$ cat src/rtl/core/unicycle_odometry_integrator_core_defines.svh
// Assertion macros shared by the odometry core.
`ifndef UNICYCLE_ODOMETRY_INTEGRATOR_CORE_DEFINES_SVH
`define UNICYCLE_ODOMETRY_INTEGRATOR_CORE_DEFINES_SVH

// Same-cycle implication under synchronous reset.
`define UOI_ASSERT_NOW(lbl, ck, rn, ante, cons, msg) \
  lbl: assert property (@(posedge ck) disable iff (!(rn)) (ante) |-> (cons)) else $error(msg);

// Next-cycle implication under synchronous reset.
`define UOI_ASSERT_NEXT(lbl, ck, rn, ante, cons, msg) \
  lbl: assert property (@(posedge ck) disable iff (!(rn)) (ante) |=> (cons)) else $error(msg);

`endif

$ cat src/rtl/core/uoi_pkg.sv
`timescale 1ns / 1ps
package uoi_pkg;

  localparam int CORDIC_STEPS = 16;
  localparam int STEP_W       = 5;

  localparam logic signed [33:0] GAIN_Q30   = 34'sd652032875;
  localparam logic signed [31:0] TURN_SCALE = 32'sd683565276;

  // multiply step codes
  localparam logic [2:0] MOP_NONE = 3'd0;
  localparam logic [2:0] MOP_LC   = 3'd1;
  localparam logic [2:0] MOP_LCDT = 3'd2;
  localparam logic [2:0] MOP_LS   = 3'd3;
  localparam logic [2:0] MOP_LSDT = 3'd4;
  localparam logic [2:0] MOP_AD   = 3'd5;
  localparam logic [2:0] MOP_ADT  = 3'd6;

  // CORDIC angle source
  localparam logic SEL_HEAD = 1'b0;
  localparam logic SEL_HALF = 1'b1;

  typedef struct packed {
    logic              load_cmd;
    logic              load_dt;
    logic              cord_init;
    logic              cord_sel;
    logic              cord_step;
    logic [STEP_W-1:0] step_idx;
    logic [2:0]        mop;
    logic              upd;
    logic              out_load;
  } uoi_cmd_t;

  typedef struct packed {
    logic enabled;
    logic out_free;
    logic dt_zero;
  } uoi_stat_t;

  function automatic logic [31:0] atan_lut(input logic [STEP_W-1:0] i);
    logic [31:0] v;
    unique case (i)
      5'd0:  v = 32'h20000000;
      5'd1:  v = 32'h12E4051E;
      5'd2:  v = 32'h09FB385B;
      5'd3:  v = 32'h051111D4;
      5'd4:  v = 32'h028B0D43;
      5'd5:  v = 32'h0145D7E1;
      5'd6:  v = 32'h00A2F61E;
      5'd7:  v = 32'h00517C55;
      5'd8:  v = 32'h0028BE53;
      5'd9:  v = 32'h00145F2F;
      5'd10: v = 32'h000A2F98;
      5'd11: v = 32'h000517CC;
      5'd12: v = 32'h00028BE6;
      5'd13: v = 32'h000145F3;
      5'd14: v = 32'h0000A2FA;
      5'd15: v = 32'h0000517D;
      5'd16: v = 32'h000028BE;
      5'd17: v = 32'h0000145F;
      5'd18: v = 32'h00000A30;
      5'd19: v = 32'h00000518;
      5'd20: v = 32'h0000028C;
      5'd21: v = 32'h00000146;
      5'd22: v = 32'h000000A3;
      5'd23: v = 32'h00000051;
      default: v = 32'h0;
    endcase
    return v;
  endfunction

  function automatic logic [15:0] to_q15(input logic signed [33:0] v);
    logic signed [34:0] r;
    logic signed [19:0] q;
    r = $signed({v[33], v}) + 35'sd16384;
    q = r[34:15];
    if (q > 20'sd32767) return 16'h7FFF;
    if (q < -20'sd32768) return 16'h8000;
    return q[15:0];
  endfunction

endpackage

$ cat src/rtl/core/uoi_ctrl.sv
`timescale 1ns / 1ps
`include "unicycle_odometry_integrator_core_defines.svh"
module uoi_ctrl (
  input  logic                clk,
  input  logic                rst_n,
  input  logic                in_tvalid,
  input  logic                in_mode,
  output logic                in_tready,
  input  uoi_pkg::uoi_stat_t  stat,
  output uoi_pkg::uoi_cmd_t   cmd
);

  localparam logic [3:0] S_IDLE = 4'd0;
  localparam logic [3:0] S_C1   = 4'd1;
  localparam logic [3:0] S_M1   = 4'd2;
  localparam logic [3:0] S_M2   = 4'd3;
  localparam logic [3:0] S_M3   = 4'd4;
  localparam logic [3:0] S_M4   = 4'd5;
  localparam logic [3:0] S_M5   = 4'd6;
  localparam logic [3:0] S_M6   = 4'd7;
  localparam logic [3:0] S_UPD  = 4'd8;
  localparam logic [3:0] S_C2I  = 4'd9;
  localparam logic [3:0] S_C2   = 4'd10;
  localparam logic [3:0] S_OUT  = 4'd11;

  localparam logic [uoi_pkg::STEP_W-1:0] LAST_STEP =
    uoi_pkg::STEP_W'(uoi_pkg::CORDIC_STEPS - 1);

  logic [3:0]                   state_r, state_nxt;
  logic [uoi_pkg::STEP_W-1:0]   cnt_r, cnt_nxt;
  logic                         acc;

  assign in_tready = (state_r == S_IDLE);
  assign acc       = in_tvalid && in_tready;

  always_comb begin
    state_nxt = state_r;
    cnt_nxt   = cnt_r;
    cmd       = '0;
    cmd.step_idx = cnt_r;
    cmd.mop      = uoi_pkg::MOP_NONE;
    unique case (state_r)
      S_IDLE: begin
        if (acc) begin
          if (!in_mode) begin
            cmd.load_cmd = 1'b1;
          end else if (!stat.dt_zero) begin
            cmd.load_dt   = 1'b1;
            cmd.cord_init = 1'b1;
            cnt_nxt       = '0;
            if (stat.enabled) begin
              cmd.cord_sel = uoi_pkg::SEL_HEAD;
              state_nxt    = S_C1;
            end else begin
              cmd.cord_sel = uoi_pkg::SEL_HALF;
              state_nxt    = S_C2;
            end
          end
        end
      end
      S_C1, S_C2: begin
        cmd.cord_step = 1'b1;
        cnt_nxt       = cnt_r + 1'b1;
        if (cnt_r == LAST_STEP) begin
          state_nxt = (state_r == S_C1) ? S_M1 : S_OUT;
        end
      end
      S_M1: begin cmd.mop = uoi_pkg::MOP_LC;   state_nxt = S_M2; end
      S_M2: begin cmd.mop = uoi_pkg::MOP_LCDT; state_nxt = S_M3; end
      S_M3: begin cmd.mop = uoi_pkg::MOP_LS;   state_nxt = S_M4; end
      S_M4: begin cmd.mop = uoi_pkg::MOP_LSDT; state_nxt = S_M5; end
      S_M5: begin cmd.mop = uoi_pkg::MOP_AD;   state_nxt = S_M6; end
      S_M6: begin cmd.mop = uoi_pkg::MOP_ADT;  state_nxt = S_UPD; end
      S_UPD: begin
        cmd.upd   = 1'b1;
        state_nxt = S_C2I;
      end
      S_C2I: begin
        cmd.cord_init = 1'b1;
        cmd.cord_sel  = uoi_pkg::SEL_HALF;
        cnt_nxt       = '0;
        state_nxt     = S_C2;
      end
      S_OUT: begin
        if (stat.out_free) begin
          cmd.out_load = 1'b1;
          state_nxt    = S_IDLE;
        end
      end
      default: state_nxt = S_IDLE;
    endcase
  end

  always_ff @(posedge clk) begin
    if (!rst_n) begin
      state_r <= S_IDLE;
      cnt_r   <= '0;
    end else begin
      state_r <= state_nxt;
      cnt_r   <= cnt_nxt;
    end
  end

  `UOI_ASSERT_NOW(a_step_range, clk, rst_n, cmd.cord_step, cnt_r <= LAST_STEP, "step past table")
  `UOI_ASSERT_NOW(a_load_free, clk, rst_n, cmd.out_load, stat.out_free, "result overwritten")
  `UOI_ASSERT_NEXT(a_tick_busy, clk, rst_n, cmd.load_dt, !in_tready, "tick did not start work")
  `UOI_ASSERT_NEXT(a_upd_init, clk, rst_n, cmd.upd, cmd.cord_init && cmd.cord_sel == uoi_pkg::SEL_HALF, "quaternion pass skipped")

endmodule

$ cat config.mk
export PLATFORM = sky130hd
export DESIGN_NAME = uoi_ctrl
export DESIGN_NICKNAME = d
export VERILOG_FILES = /design/src/rtl/core/uoi_pkg.sv /design/src/rtl/core/uoi_ctrl.sv
export VERILOG_INCLUDE_DIRS = /design/src /design/src/rtl/core
export SDC_FILE = /design/constraint.sdc
export NUM_CORES = 1
export LEC_CHECK = 0
export BUFFER_PORTS_ARGS = -buffer_cell sky130_fd_sc_hd__buf_2
export CORE_MARGIN = 3
export CORE_UTILIZATION = 47
export DETAILED_ROUTE_END_ITERATION = 10
export PLACE_DENSITY = 0.77
export SYNTH_ARGS = -nofsm -noshare
export SYNTH_HDL_FRONTEND = slang
export SYNTH_SLANG_ARGS = --single-unit
$ cat constraint.sdc
create_clock -name clk -period 1.9 [get_ports clk]
set_input_delay 0 -clock clk [delete_from_list [all_inputs] [get_ports clk]]
set_output_delay 0 -clock clk [all_outputs]
set_load 0.02 [all_outputs]
Word level (Yosys, flattened, before mapping)
Cells that the tools add are included.

word-level totals
  input port bits = 7
  output and inout port bits = 16
  flip-flop bits (word level) = 9
  word-level logic and storage cells = 50

cells by class
  eq/ne operators = 17
  $add $sub $neg = 1
  reductions and logical operators = 6
  mux-type cells = 24

operators with widths
  cell                                                                      number
  4-bit case mux with 11 select lines                                       1
  4-bit two-way mux                                                         8
  3-bit case mux with 6 select lines                                        1
  4-bit by 3-bit equality test with 1-bit output (second input constant)    4
  4-bit equality test (second input constant)                               4
  5-bit two-way mux                                                         3
  5-bit case mux with 3 select lines                                        1
  4-bit by 2-bit equality test with 1-bit output (second input constant)    2
  2-bit inequality test (second input constant)                             4
  1-bit two-way mux                                                         6
  3-bit two-way mux                                                         2
  5-bit by 1-bit adder with 5-bit output (second input constant)            1
  5-bit by 4-bit equality test with 1-bit output (second input constant)    1
  5-bit AND reduction                                                       1
  4-bit by 1-bit equality test with 1-bit output (second input constant)    1
  4-bit logical NOT                                                         1
  2-bit case mux with 2 select lines                                        1
  4-bit AND reduction                                                       1
  3-bit nonzero test                                                        1
  2-bit two-way mux                                                         1
  2-bit by 1-bit inequality test with 1-bit output (second input constant)  1
  2-bit OR reduction                                                        1
  1-bit logical AND                                                         1

Depth between registers and ports, before layout
  word-level depth = 5
  gate-level depth with buffers = 6

Least setup slack after synthesis
No wires, ideal clock.

  path kind = flip-flop to flip-flop
  start point = register state_r[0]
  end point = register cnt_r[3] (netlist name)
  slack = 0.375 ns
  setup time = 0.091 ns
  stages on the path, launching flop included = 5
  required time = 1.809 ns
  arrival time = 1.434 ns
  period minus slack after synthesis = 1.525 ns
  path through = dfxtp_1 > or3b_4 > a21oi_4 > a41oi_1 > a311oi_1

between the ends
  word-level cells in the longest chain between the ends = 4
  elaborated cells between the ends (all ways) = 12
  those cells by class = 6 x eq/ne; 1 x mux; 5 x reduce/logical

RTL lines
  what                                                                                              RTL line                        RTL
  from (decl)                                                                                       uoi_ctrl.sv:29                  logic [3:0] state_r, state_nxt;
  from (signal assigned)                                                                            uoi_ctrl.sv:99                  state_r <= state_nxt;
  4-bit by 1-bit equality test with 1-bit output, or another cell as far along                      uoi_ctrl.sv:42                  unique case (state_r)
  2-bit OR reduction or 1-bit logical AND (tied branches)                                           uoi_ctrl.sv:42, uoi_ctrl.sv:34
  3-bit nonzero test (no line) or 2-bit by 1-bit inequality test with 1-bit output (tied branches)  n/a
  4-bit AND reduction (no line)                                                                     n/a
  to (signal assigned)                                                                              uoi_ctrl.sv:100                 cnt_r <= cnt_nxt;
  to (decl)                                                                                         uoi_ctrl.sv:30                  logic [uoi_pkg::STEP_W-1:0] cnt_r, cnt_nxt;

Parallel ways exist; a longest one is shown, timed or not.
A chain may end at the register's enable or synchronous reset.

Worst setup path after layout
  start point = register state_r[3]
  end point = register cnt_r[3] (netlist name)

The elaborated chain is that of the path after synthesis.

==> summary.md <==
After synthesis, the netlist uses 35 different library cells. Path class of the lowest-slack min-delay path: in2reg. In this run, synthesis inferred 0 flip-flops with an integrated enable. The final sum of negative setup slack is 0 ps. The clock root buffer master is clkbuf_4. The tools report the number of hold-slack violations in the final timing report as 0.

Clock tree synthesis found a total of 9 sinks. The run gives 0 as the number of buffers inserted by post-CTS setup repair. After the last flow step, the layout net total stands at 116. The logs give 0.617 ps for the setup skew after layout and 12 for the row count. STA classifies the critical path startpoint as a flop. The run gives 0 as the number of setup violations in the final report.

TritonCTS created 3 clock buffers. For the number of slew-limit violations in the final report, the log shows 0. For this run the aggregate overflow at the end of global routing stands at 0. Using the TritonRoute via totals, the vias-per-cell ratio works out to 5.50. The share of synthesized flip-flops with an asynchronous set or reset came out at 0. Setup repair after global routing left no endpoint under its margin.

A synthesized cell averages 7.75 um^2. The core utilization of the finished layout is 0.673, and the horizontal die dimension is 42.6 um. The first global-routing pass estimated 2.13 mm of wire. The number of instances resized during post-cts repair came out at 0. The logs give 0.594 GHz for the peak clock frequency supported by timing and 0.150 for the all-layer global routing usage.

The maximum fanout along the worst path was 17. 23 I/O pins were placed. The worst setup path is of the reg2reg kind.

The number of vias in the routed layout came out at 660. The count of buffers inserted at the top-level ports was 22. The post-synthesis compound-gate area fraction is 0.229, and the synthesized-area fraction occupied by xor and xnor cells is 0.0139.

The total length of routed wires was 1.38 mm; the vertical extent of the die was 42.6 um. Dividing the detail-routed wire length by the instance count gives 11.5 um. For the global placer's final weighted congestion, the log shows 0.795. For the antenna diode instance count, the log shows 0. The register area share after synthesis came out at 0.287. Synthesis produced a netlist whose cell count is 81. The tools report the kind of end point of the critical path as a flop. Effective utilization at floorplan: 0.536. TritonCTS built the clock tree. Data arrives at the worst endpoint at 1850 ps. The logs give 2070 ps for the required time of the critical path and 471 for the number of global-route vias before repair. The iteration-0 DRC count of the detailed router was 24; the post-synthesis adder-cell area fraction was 0.0398.

The number of synthesized register bits was 9; the signed area change from the synthesized netlist to the final layout was 25.5%. The tools report the post-synthesis net count as 90. The flow ran to the end, and the final reports show no timing, DRC or antenna violations. The final cycle utilization of the critical path works out to 0.887.

For this run, design rule violations remaining after detail routing come to 0. The clock period could shrink to 1680 ps. In the synthesized netlist the dominant register cell turns out to be dfxtp_1. IR analysis of the VDD net gives a maximum drop of 0.565 mV. Summed over all cells, the static leakage comes to 0.351 nW.

The logs give 0 for the hold buffer count at cts and 628 um^2 for the summed instance area of the synthesized netlist. The number of optimization iterations in the first detailed-route pass was 4; the latest clock arrival within the worst-skew pair was 260 ps. The count of yosys warnings during synthesis is 0. The tool flagged a number of max-cap violations equal to 0. The die covers 1810 um^2.

The ratio of cells with drive above 1 in the final layout is 0.292, and the share of cell area taken by muxes after synthesis is 0.0319. The worst relative slew slack was 0.676. The run gives 1170 um^2 as the area inside the core boundary. The count of H-tree levels built during CTS was 1; the actual transition at the worst max-transition pin was 485 ps. In the layout the commonest cells are buf_2 (22), nand2_1 (9), dfxtp_1 (9), nor2_1 (5), a21oi_1 (5). The clock-pin slew reported for the worst setup and hold paths after clock tree synthesis is 60 ps, and the synthesized-area fraction occupied by and/or/nand/nor cells is 0.343. Entering global routing, the biggest net connects 18 pins. The cell area power density works out to 1230 nW/um^2.

The clock passes through at most 2 buffers. Most common cell after layout, fill and taps aside: buf_2. For the HPWL reported at the end of detailed placement, the log shows 1.02 mm. The count of nets left with antenna violations once routing finished came out at 0.

The tools report the initial antenna violation count as 0. After synthesis, the largest family of logic cells by area is simple AND/OR/NAND/NOR gates.
-- final timing paths --
check	start	cells after the start	slack [ps]	end
worst max-delay path	state_r[3]$_SDFFE_PN0P_	4	220	cnt_r[3]$_SDFFE_PN0P_
worst max register to register	state_r[3]$_SDFFE_PN0P_	4	220	cnt_r[3]$_SDFFE_PN0P_
worst min-delay path	rst_n	3	50	state_r[0]$_SDFFE_PN0P_
worst min register to register	cnt_r[4]$_SDFFE_PN0P_	2	490	cnt_r[4]$_SDFFE_PN0P_
-- cells in the mapped netlist (all sizes together) (2+ instances only) --
cell    instances  area share
dfxtp           9        0.29
a21oi           6       0.066
nand2           9       0.054
inv             5       0.030
nand3b          3       0.036
nor2            5       0.030
a31oi           2       0.020
nor3b           2       0.024
or3             2       0.020
nor4            2       0.020
nand2b          4       0.040
clkbuf          3       0.018
o21ai           4       0.032
nor3            3       0.024
a311oi          2       0.028
nand3           2       0.016
ha              2       0.040
mux2i           2       0.032
-- final cells by class --
class                   instances  area, um^2
flip-flops and latches          9         180
multi-input cells              63         413
inverters                       5        18.8
well taps                      14        17.5
repair buffers                 25         133
fillers                       101         383
clock buffers                   4        26.3
-- critical path: stages (launching register included) --
cell	delay (ps)
dfxtp_1	450
or3b_4	470
a21oi_4	270
a41oi_1	150
a311oi_1	240
-- power by group --
group	switching [mW]	total, mW	internal (mW)
Clock	0.0647	0.146	0.0808
Combinational	0.306	0.525	0.219
Sequential	0.0764	0.300	0.224
Total	0.447	0.971	0.523
-- through the flow --
step / total power [mW] / hold WS [ps] / std cells / area [um^2] / setup WS (ps)
after global placement: 0.822 / 288 / 116 / 762 / 280
after global routing: 1.04 / 61.8 / 120 / 788 / 122
after detailed placement: 0.828 / 287 / 116 / 762 / 233
after CTS: 0.980 / 40.8 / 120 / 788 / 214
after floorplan: 0.678 / 81.7 / 81 / 628 / 375
final: 0.971 / 52.0 / 120 / 788 / 215
-- routing by layer --
layer,track usage,wire [um],share of wire,vias up
met5,0,0,0,-
met4,0,0,0,0
met3,0.0644,89,0.065,0
met2,0.201,603,0.44,19
met1,0.233,681,0.50,293
li1,-,-,-,348
-- logic make-up (layout without fill, tap and decap cells) --
group / Yosys count / after routing
and+or+nand+nor: 38 / 38
adders and majority gates: 2 / 2
DFF: 9 / 9
xor gates and xnor gates: 1 / 1
buffers and inverters: 9 / 34
AOI/OAI and AO/OA: 20 / 20
muxes: 2 / 2
-- state kept, by name, summed over array words and instances, names as in the netlist --
register	flops
state_r	4
cnt_r	5
(Power assumes the default switching activity.)
